## src/drv_pkg.sv

```systemverilog
// Shared widths and cell control bundle for the dense rank vector block.
package drv_pkg;

    // Fixed field widths of the data and result beats.
    localparam int VALUE_W = 32;
    localparam int RANK_W  = 4;
    localparam int INDEX_W = 3;

    // Per-cycle control broadcast from the sequencer to every cell.
    typedef struct packed {
        logic load;      // shift a new value into the chain
        logic dup_pass;  // circulate tokens and mark repeated values
        logic cnt_pass;  // circulate tokens and count distinct smaller values
        logic emit;      // shift ranks toward the output end
    } t_cell_ctrl;

endpackage

```

## src/dense_rank_vector.sv

```systemverilog
// Top level of the dense rank vector block: sequencer and a ring of ranking cells.
//
// Usage: drive i_value and raise start while busy is low; each such edge
// takes one value beat, in index order. When the VECTOR_LENGTH-th value is
// taken, busy rises for three phases: one in which value tokens circle the
// cell ring and repeated values are marked, one in which the tokens circle
// again and each cell counts the distinct smaller values, and one of
// results. The results follow on consecutive cycles in index order, each
// marked by o_valid for one cycle, with o_last on the final one. The token
// ring makes two full turns before the output shift.
// The receiver cannot stall; every result beat is taken in its cycle.
// Reset returns the sequencer to loading with no values held; a partly
// loaded vector is dropped.
module dense_rank_vector #(
    parameter int VECTOR_LENGTH = 8
) (
    input  logic                                i_clk,
    input  logic                                i_rst_n,
    input  logic                                start,
    input  logic signed [drv_pkg::VALUE_W-1:0]  i_value,
    output logic                                busy,
    output logic                                o_valid,
    output logic [drv_pkg::RANK_W-1:0]          o_rank,
    output logic [drv_pkg::INDEX_W-1:0]         o_index,
    output logic                                o_last
);

    localparam int IW = (VECTOR_LENGTH > 1) ? $clog2(VECTOR_LENGTH) : 1;
    localparam int CW = $clog2(VECTOR_LENGTH + 1);

    drv_pkg::t_cell_ctrl                w_ctrl;
    logic signed [drv_pkg::VALUE_W-1:0] w_value     [VECTOR_LENGTH];
    logic signed [drv_pkg::VALUE_W-1:0] w_tok_value [VECTOR_LENGTH];
    logic [IW-1:0]                      w_tok_idx   [VECTOR_LENGTH];
    logic                               w_tok_dup   [VECTOR_LENGTH];
    logic [CW-1:0]                      w_rank      [VECTOR_LENGTH];

    // Sequencer.
    drv_ctrl #(
        .VECTOR_LENGTH (VECTOR_LENGTH)
    ) u_ctrl (
        .i_clk   (i_clk),
        .i_rst_n (i_rst_n),
        .i_start (start),
        .o_busy  (busy),
        .o_ctrl  (w_ctrl),
        .o_valid (o_valid),
        .o_index (o_index),
        .o_last  (o_last)
    );

    // Ring of cells: values and ranks move toward cell 0, tokens wrap around.
    for (genvar g = 0; g < VECTOR_LENGTH; g++) begin : g_cell
        localparam int NEXT = (g + 1) % VECTOR_LENGTH;

        logic signed [drv_pkg::VALUE_W-1:0] w_load_in;
        logic [CW-1:0]                      w_rank_in;

        if (g == VECTOR_LENGTH - 1) begin : g_tail
            assign w_load_in = i_value;
            assign w_rank_in = '0;
        end else begin : g_body
            assign w_load_in = w_value[NEXT];
            assign w_rank_in = w_rank[NEXT];
        end

        drv_cell #(
            .VECTOR_LENGTH (VECTOR_LENGTH),
            .CELL_INDEX    (g)
        ) u_cell (
            .i_clk        (i_clk),
            .i_ctrl       (w_ctrl),
            .i_load_value (w_load_in),
            .i_tok_value  (w_tok_value[NEXT]),
            .i_tok_idx    (w_tok_idx[NEXT]),
            .i_tok_dup    (w_tok_dup[NEXT]),
            .i_rank       (w_rank_in),
            .o_value      (w_value[g]),
            .o_tok_value  (w_tok_value[g]),
            .o_tok_idx    (w_tok_idx[g]),
            .o_tok_dup    (w_tok_dup[g]),
            .o_rank       (w_rank[g])
        );
    end

    // The head cell presents the rank of the current result beat.
    assign o_rank = drv_pkg::RANK_W'(w_rank[0]);

endmodule

```

## src/drv_cell.sv

```systemverilog
// One cell of the ranking chain: a stored value, a circulating token and a rank count.
module drv_cell #(
    parameter int VECTOR_LENGTH = 8,
    parameter int CELL_INDEX    = 0
) (
    input  logic                                      i_clk,
    input  drv_pkg::t_cell_ctrl                       i_ctrl,
    input  logic signed [drv_pkg::VALUE_W-1:0]        i_load_value,
    input  logic signed [drv_pkg::VALUE_W-1:0]        i_tok_value,
    input  logic [((VECTOR_LENGTH > 1) ? $clog2(VECTOR_LENGTH) : 1)-1:0] i_tok_idx,
    input  logic                                      i_tok_dup,
    input  logic [$clog2(VECTOR_LENGTH + 1)-1:0]      i_rank,
    output logic signed [drv_pkg::VALUE_W-1:0]        o_value,
    output logic signed [drv_pkg::VALUE_W-1:0]        o_tok_value,
    output logic [((VECTOR_LENGTH > 1) ? $clog2(VECTOR_LENGTH) : 1)-1:0] o_tok_idx,
    output logic                                      o_tok_dup,
    output logic [$clog2(VECTOR_LENGTH + 1)-1:0]      o_rank
);

    localparam int IW = (VECTOR_LENGTH > 1) ? $clog2(VECTOR_LENGTH) : 1;
    localparam int CW = $clog2(VECTOR_LENGTH + 1);

    logic signed [drv_pkg::VALUE_W-1:0] r_value;
    logic signed [drv_pkg::VALUE_W-1:0] r_tok_value;
    logic [IW-1:0]                      r_tok_idx;
    logic                               r_tok_dup;
    logic [CW-1:0]                      r_cnt;
    logic                               w_later_equal;
    logic                               w_counts;

    // A token from a later index that equals this cell's value is a repeat.
    assign w_later_equal = (r_tok_idx > IW'(CELL_INDEX)) && (r_tok_value == r_value);
    // A token counts once per distinct value that is strictly smaller.
    assign w_counts      = !r_tok_dup && (r_tok_value < r_value);

    // Outgoing token; the repeat mark is only added during the marking pass.
    assign o_value     = r_value;
    assign o_tok_value = r_tok_value;
    assign o_tok_idx   = r_tok_idx;
    assign o_tok_dup   = r_tok_dup | (i_ctrl.dup_pass & w_later_equal);
    assign o_rank      = r_cnt;

    // Load shifts values in; passes rotate tokens; emit shifts ranks out.
    always_ff @(posedge i_clk) begin
        if (i_ctrl.load) begin
            r_value     <= i_load_value;
            r_tok_value <= i_load_value;
            r_tok_idx   <= IW'(CELL_INDEX);
            r_tok_dup   <= 1'b0;
            r_cnt       <= CW'(1);
        end else if (i_ctrl.dup_pass) begin
            r_tok_value <= i_tok_value;
            r_tok_idx   <= i_tok_idx;
            r_tok_dup   <= i_tok_dup;
        end else if (i_ctrl.cnt_pass) begin
            r_tok_value <= i_tok_value;
            r_tok_idx   <= i_tok_idx;
            r_tok_dup   <= i_tok_dup;
            if (w_counts) begin
                r_cnt <= r_cnt + CW'(1);
            end
        end else if (i_ctrl.emit) begin
            r_cnt <= i_rank;
        end
    end

endmodule

```

## src/drv_ctrl.sv

```systemverilog
// Sequencer for loading, the two token passes and the result burst.
module drv_ctrl #(
    parameter int VECTOR_LENGTH = 8
) (
    input  logic                          i_clk,
    input  logic                          i_rst_n,
    input  logic                          i_start,
    output logic                          o_busy,
    output drv_pkg::t_cell_ctrl           o_ctrl,
    output logic                          o_valid,
    output logic [drv_pkg::INDEX_W-1:0]   o_index,
    output logic                          o_last
);

    localparam int CW = $clog2(VECTOR_LENGTH + 1);

    typedef enum logic [1:0] {
        S_LOAD,
        S_DUP,
        S_CNT,
        S_EMIT
    } t_state;

    t_state        r_state;
    logic [CW-1:0] r_count;
    logic          w_at_end;
    logic          w_load;

    assign w_at_end = (r_count == CW'(VECTOR_LENGTH - 1));
    assign w_load   = i_start && (r_state == S_LOAD);

    // Decode the cell controls and the result strobe from the state.
    assign o_busy          = (r_state != S_LOAD);
    assign o_ctrl.load     = w_load;
    assign o_ctrl.dup_pass = (r_state == S_DUP);
    assign o_ctrl.cnt_pass = (r_state == S_CNT);
    assign o_ctrl.emit     = (r_state == S_EMIT);
    assign o_valid         = (r_state == S_EMIT);
    assign o_index         = drv_pkg::INDEX_W'(r_count);
    assign o_last          = (r_state == S_EMIT) && w_at_end;

    // The counter tracks loaded values, then the cycles of each phase.
    always_ff @(posedge i_clk) begin
        if (!i_rst_n) begin
            r_state <= S_LOAD;
            r_count <= '0;
        end else begin
            case (r_state)
                S_LOAD: begin
                    if (w_load) begin
                        if (w_at_end) begin
                            r_state <= S_DUP;
                            r_count <= '0;
                        end else begin
                            r_count <= r_count + CW'(1);
                        end
                    end
                end
                S_DUP: begin
                    if (w_at_end) begin
                        r_state <= S_CNT;
                        r_count <= '0;
                    end else begin
                        r_count <= r_count + CW'(1);
                    end
                end
                S_CNT: begin
                    if (w_at_end) begin
                        r_state <= S_EMIT;
                        r_count <= '0;
                    end else begin
                        r_count <= r_count + CW'(1);
                    end
                end
                S_EMIT: begin
                    if (w_at_end) begin
                        r_state <= S_LOAD;
                        r_count <= '0;
                    end else begin
                        r_count <= r_count + CW'(1);
                    end
                end
                default: begin
                    r_state <= S_LOAD;
                    r_count <= '0;
                end
            endcase
        end
    end

endmodule

```

## config.mk

```make
export PLATFORM = sky130hd
export DESIGN_NAME = dense_rank_vector
export DESIGN_NICKNAME = d
export VERILOG_FILES = /design/src/drv_pkg.sv /design/src/dense_rank_vector.sv /design/src/drv_cell.sv /design/src/drv_ctrl.sv
export SDC_FILE = /design/constraint.sdc
export NUM_CORES = 1
export LEC_CHECK = 0
export ABC_AREA = 1
export ABC_CLOCK_PERIOD_IN_PS = 12800
export BUFFER_PORTS_ARGS = -buffer_cell sky130_fd_sc_hd__buf_2
export CELL_PAD_IN_SITES_DETAIL_PLACEMENT = 2
export CELL_PAD_IN_SITES_GLOBAL_PLACEMENT = 2
export CORE_MARGIN = 2
export CORE_UTILIZATION = 40
export DETAILED_ROUTE_END_ITERATION = 7
export HOLD_SLACK_MARGIN = 0.05
export PLACE_DENSITY_LB_ADDON = 0.08
export SYNTH_ARGS = -nofsm -noshare
export SYNTH_HDL_FRONTEND = slang
export SYNTH_SLANG_ARGS = --single-unit
```

## constraint.sdc

```tcl
create_clock -name i_clk -period 12.8 [get_ports i_clk]
set_clock_uncertainty 0.2 [all_clocks]
set_input_delay 1.28 -clock i_clk [delete_from_list [all_inputs] [get_ports i_clk]]
set_output_delay 1.28 -clock i_clk [all_outputs]
set_load 0.03 [all_outputs]
```

==> flow_summary_export.csv, run 1 <==
group,metric,value,unit
detailed_routing,drt-total-wl,75000,um
critical_path,critPathBufInv,4,
power,combPwrFrac,0.374,
clock_tree,clockRootBuffer,"clkbuf_16",
critical_path,crit_family,"buffers and inverters",
floorplan,core_area,70100,sq um
placed_design,gp_congestion,0.777,
sta,period_share,0.319,
placed_design,portBuffers,44,
yosys,ys_types,39,
critical_path,crit_fanout,94,
layout,mostFrequentLayoutCells,"nand2_1, edfxtp_1, inv_1, o21ai_0, ha_1",
layout,nFillCells,7376,
clock_tree,cts_hold_buf,0,
floorplan,start_util,0.405,
layout,fin_nets,3124,
clock_tree,post_cts_resized,0,
power,p_sw_frac,0.407,
critical_path,crit_chain,"buf_2 > nand2_4 > inv_8 > buf_4 > buf_4",
layout,register_area,16800,sq um
clock_tree,cts_tree,"built",
sta,drv_slew,0,
placed_design,dpl.hpwl,52800,um
floorplan,num_rows,97,
yosys,synth-seq-cells,582,
power,p_int,5410,uW
layout,fin_cells,3815,
layout,multi_input_area,9870,sq um
global_routing,grt_pass1_vias,22000,
yosys,async_flop_share,0,
global_routing,grt_max_degree,139,
sta,slew_headroom,0.239,
clock_tree,cts_buffers,68,
yosys,ys.flop_type,"edfxtp_1",
yosys,syn_avg_cell_area,10.2,sq um
layout,layout-drive-gt1-share,0.0654,
sta,clock.fmax,245,MHz
detailed_routing,num_vias,19500,
critical_path,critPathCaptureType,"register",
critical_path,critPathArrivalTime,4100,ps
power,seqPwrFrac,0.419,
clock_tree,cts_setup_buffers,0,
placed_design,dp_cells,3689,
sta,grt_setup_unrepaired,"no",
critical_path,ff2ff_setup_slack,8770,ps
detailed_routing,post-route-drc-count,0,
clock_tree,clockBufferDepth,3,
floorplan,dieArea,73100,sq um
detailed_routing,wl_per_cell,19.7,um
yosys,synthCells,2773,
clock_tree,cts_sinks,582,
yosys,syn_area,28400,sq um
layout,syn2layout_area_growth,11.7,%
global_routing,antenna_found_initial,0,
power,power.leakage,0.0140,uW
clock_tree,path_clk_slew,60,ps
floorplan,die_w,270,um
critical_path,crit_type,"in -> reg",
clock_tree,clock_latency,620,ps
detailed_routing,first_iter_violations,798,
critical_path,critPathMaxStageDelay,980,ps
global_routing,gr-total-overflow,0,
yosys,syn_nets,3078,
worst_hold_path,hp-class,"reg -> reg",
sta,setup_violations,0,
sta,min_period,4080,ps
power,powerDensity,288,nW/um^2
sta,fin_setup_tns,0,ps
layout,final_common_cell,"nand2_1",
layout,n_antenna_cell,0,
job,cap_viol_max_count,0,
floorplan,io_pins,45,
sta,finalHoldViolations,0,
detailed_routing,routed_via_density,5.10,
power,p_clk_frac,0.206,
yosys,yosysWarnings,0,
global_routing,grt_pass1_wl,119000,um
global_routing,grt_usage,0.208,
power,ir_worst_vdd,0.000268,V
sta,worstMarginPinSlew,1140,ps
critical_path,crit_top_cell,"buf_4",
power,switching_power,3710,uW
floorplan,die_h,270,um
clock_tree,cts_htree_levels,3,
yosys,ys_seq_area_frac,0.591,
critical_path,slowest_stage,"buf_4",
detailed_routing,first_pass_iters,4,
critical_path,worst_setup_path_start_kind,"input port",
status,status,"finished, final reports clean",
yosys,synth_edf_count,512,
detailed_routing,antenna_left,0,
power,power,9110,uW
critical_path,crit_required,12820,ps
-- final timing paths --
| check | from | to | cells after the start |
|---|---|---|---|
| worst max-delay path | start | g_cell[4].u_cell.o_value[13] | 5 |
| worst min-delay path | g_cell[6].u_cell.o_value[22] | g_cell[5].u_cell.o_value[22] | 0 |
| worst max register to register | u_ctrl.r_state[0] | g_cell[4].u_cell.o_value[13] | 6 |
| worst min register to register | g_cell[6].u_cell.o_value[22] | g_cell[5].u_cell.o_value[22] | 0 |
-- cells by family (layout without fill, tap and decap cells) --
family	count (synthesis)	in the layout	share of synthesized area
and+or+nand+nor	1000	1000	0.142
DFF	582	582	0.591
buffers and inverters	461	563	0.0622
AOI/OAI and AO/OA	450	450	0.0826
adders and majority gates	270	270	0.119
xor gates and xnor gates	10	10	0.00309
-- registers in the layout, summed over array words and instances (netlist names) --
signal                     cells
g_cell.u_cell.o_tok_value    256
g_cell.u_cell.o_value        256
g_cell.u_cell.o_rank          32
g_cell.u_cell.o_tok_idx       24
g_cell.u_cell.r_tok_dup        8
u_ctrl.r_count                 4
u_ctrl.r_state                 2
-- power groups by stage --
| stage | clock network (uW) | registers, uW | logic [uW] |
|---|---|---|---|
| floorplan | 0 | 3900 | 2320 |
| global placement | 0 | 3790 | 3170 |
| detailed placement | 0 | 3850 | 3460 |
| CTS | 1930 | 3830 | 3520 |
| global route | 1990 | 3930 | 3970 |
| finish | 1880 | 3820 | 3410 |
-- metal layers --
layer,vias up,track usage,part of all wire
met4,0,0.0717,0.034
met2,213,0.370,0.50
li1,9424,-,-
met3,135,0.0313,0.026
met1,9681,0.258,0.44
met5,-,0,0
-- metrics by stage --
stage	instance area (sq um)	util	setup WS, ps	hold WS, ps
after detailed placement	29600	0.422	7940	237
final	31700	0.452	8720	242
after global placement	29600	0.422	8020	233
after CTS	31700	0.452	8600	246
after global routing	31700	0.452	8350	255
after floorplan	28400	-	2280	224
-- Yosys cell counts (2+ instances only) --
cell / count / area, sq um
buf_4: 6 / 45.0
xor2_1: 9 / 78.8
nor3_1: 8 / 40.0
a21oi_1: 120 / 601
buf_1: 9 / 33.8
nand2_2: 11 / 68.8
o211ai_1: 4 / 30.0
nor4_1: 3 / 18.8
a31oi_1: 7 / 43.8
nor2_1: 142 / 533
buf_2: 4 / 20.0
dfxtp_1: 70 / 1400
nand3_2: 3 / 30.0
a21o_1: 8 / 60.1
nand2_1: 734 / 2760
o21a_1: 14 / 105
edfxtp_1: 512 / 15400
nand4_1: 22 / 138
ha_1: 270 / 3380
nand2_4: 5 / 56.3
o21ai_0: 287 / 1440
nand3_1: 63 / 315
inv_1: 377 / 1420
nor2_2: 3 / 18.8
o22ai_1: 6 / 37.5
clkbuf_1: 62 / 233
o31ai_1: 2 / 15.0
-- final cells by class --
cell class | count | share of cell area
clock buffer | 90 | 0.0577
clock inverter | 36 | 0.00884
inverter | 379 | 0.0451
multi-input combinational | 1730 | 0.311
sequential | 582 | 0.529
tap | 940 | 0.0371
timing repair buffer | 58 | 0.0107
Note: power is estimated with default switching activity, not from simulation.
==> run 2, diff against run 1 <==
Settings changed: ABC_CLOCK_PERIOD_IN_PS 12800 to 3700, CORE_UTILIZATION 40 to 38.
Clock period 12.8 ns to 3.7 ns, I/O delays scaled along.
==> run 2 against run 1 <==
First-iteration DRC count rose by 17%. Critical endpoint is now g_cell[4].u_cell.r_tok_dup. Largest power group unchanged. Total power rose to 3.5 times the previous value. Cell area rose by 2.0%. Critical path depth grew 1. Worst hold slack better by 5.7 ps. Wire length increased by 2.1%.
==> flow_summary_export.csv, run 2 (same netlist as run 1, synthesis figures left out) <==
group,metric,value,unit
status,status,"finished, final reports clean",
detailed_routing,num_vias,19700,
floorplan,core_area,74200,sq um
placed_design,dpl_cell_area,29800,sq um
clock_tree,cts_sinks,582,
detailed_routing,first_iter_violations,930,
critical_path,crit_type,"reg -> reg",
detailed_routing,wl_per_cell,19.7,um
critical_path,critPathArrivalTime,3580,ps
placed_design,dp_cells,3730,
critical_path,crit_required,4020,ps
clock_tree,cts_buffers,70,
critical_path,ff2ff_setup_slack,440,ps
worst_hold_path,min_to,"g_cell[0].u_cell.o_value[3]",
global_routing,antenna_found_initial,2,
layout,fin_nets,3172,
job,cap_viol_max_count,0,
floorplan,die_h,277,um
sta,drv_slew,0,
detailed_routing,drt-met1-wl,33400,um
placed_design,gp_congestion,0.778,
clock_tree,clock_latency,610,ps
worst_hold_path,hp-class,"reg -> reg",
critical_path,crit_start,"u_ctrl.r_state[1]",
clock_tree,clockBufferDepth,3,
clock_tree,clockRootBuffer,"clkbuf_16",
layout,layout-drive-gt1-share,0.0691,
global_routing,grt_pass1_vias,22600,
global_routing,gr-total-overflow,0,
layout,syn2layout_area_growth,13.9,%
clock_tree,path_clk_slew,60,ps
critical_path,rr_endpoint,"g_cell[4].u_cell.r_tok_dup",
floorplan,die_w,277,um
detailed_routing,wl_met3,2370,um
clock_tree,cts_tree,"built",
worst_hold_path,min_from,"g_cell[1].u_cell.o_value[3]",
placed_design,dpl.hpwl,54800,um
floorplan,num_rows,100,
detailed_routing,routed_via_density,5.05,
global_routing,grt_pass1_wl,122000,um
clock_tree,cts_htree_levels,3,
layout,mostFrequentLayoutCells,"nand2_1, edfxtp_1, inv_1, o21ai_0, ha_1",
sta,clock.fmax,306,MHz
sta,worstMarginPinSlew,1300,ps
detailed_routing,first_pass_iters,4,
global_routing,grt_usage,0.203,
critical_path,critPathCaptureType,"register",
detailed_routing,routed-wl-met2,38500,um
critical_path,worst_setup_path_start_kind,"register",
clock_tree,post_cts_resized,0,
sta,setup_violations,0,
power,power.leakage,0.0143,uW
layout,final_area,32300,sq um
sta,finalHoldViolations,0,
critical_path,reg2reg_from,"u_ctrl.r_state[1]",
sta,period_share,0.882,
detailed_routing,antenna_left,0,
detailed_routing,post-route-drc-count,0,
sta,slew_headroom,0.127,
power,powerDensity,986,nW/um^2
placed_design,portBuffers,44,
clock_tree,cts_setup_buffers,0,
worst_hold_path,worstHoldPathCells,0,
critical_path,crit_fanout,9,
critical_path,ff2ff_path_depth,6,
detailed_routing,top_layer,"met4",
sta,grt_setup_unrepaired,"no",
floorplan,start_util,0.383,
layout,final_common_cell,"nand2_1",
floorplan,io_pins,45,
power,ir_worst_vdd,0.000430,V
layout,fin_cells,3893,
global_routing,grt_max_degree,110,
sta,min_period,3260,ps
detailed_routing,drt-total-wl,76600,um
floorplan,dieArea,76900,sq um
==> run 2: cell types whose count changed in the layout (fill, tap and decap cells not counted), moves of 2 or more <==
cell and delta:
buf_12 +6, buf_4 +6, clkbuf_16 +4, clkinv_1 +5
clkinvlp_4 -3, dfxtp_1 -2, dfxtp_2 +2, dlygate4sd3_1 +34
inv_1 -2, inv_2 +2, inv_6 -2
==> run 2: through the flow <==
stage	worst slack (ps)	TNS, ps	total power, uW	hold WS, ps	util
3_5_place_dp	644	0	25600	235	0.402
5_1_grt	321	0	34600	256	0.436
6_report	435	0	31900	248	0.436
2_1_floorplan	-298	-76390	20800	224	-
4_1_cts	620	0	32500	237	0.436
3_3_place_gp	602	0	24500	231	0.402
==> run 2: per-layer routing <==
metal | track usage | vias to the layer above
met2 | 0.364 | 224
met3 | 0.0332 | 122
li1 | - | 9529
met4 | 0.0637 | 0
met5 | 0 | -
met1 | 0.248 | 9799
==> run 2: how the worst max path moves through the flow <==
| stage | endpoint | slack [ps] |
|---|---|---|
| 6_report | g_cell[4].u_cell.r_tok_dup | 440 |
| 5_1_grt | g_cell[4].u_cell.r_tok_dup | 320 |
| 4_1_cts | g_cell[4].u_cell.r_tok_dup | 620 |
| 3_5_place_dp | g_cell[4].u_cell.r_tok_dup | 640 |
| 3_3_place_gp | g_cell[4].u_cell.r_tok_dup | 600 |
| 2_1_floorplan | g_cell[0].u_cell.o_tok_value[0] | -300 |
==> run 2: cell type report <==
cell class              instances  area, sq um
diodes                          1         2.50
clock buffers                  92         1910
clock inverters                36          258
fillers                      7751        41900
inverters                     379         1440
multi-input cells            1730         9890
flip-flops and latches        582        16800
well taps                     969         1210
repair buffers                104          843
==> run 2: timing repair <==
item / 4_1_cts / 5_1_grt
hold buffers: 34 / 0
setup endpoints to repair: 0 / 0
endpoints found under the hold margin: 70 / 0
==> run 2: power breakdown <==
group / switching (uW) / internal, uW / leakage, uW
sequential: 1730 / 11300 / 0.00558
clock: 2770 / 3850 / 0.00106
combinational: 8390 / 3830 / 0.00764
==> run 2: critical path: stages, from the launching register on <==
cell and delay, ps:
dfxtp_2 340, inv_2 100, ha_1 560, nand3_1 230
nor4_1 1090, nand3_1 410, a31oi_1 260
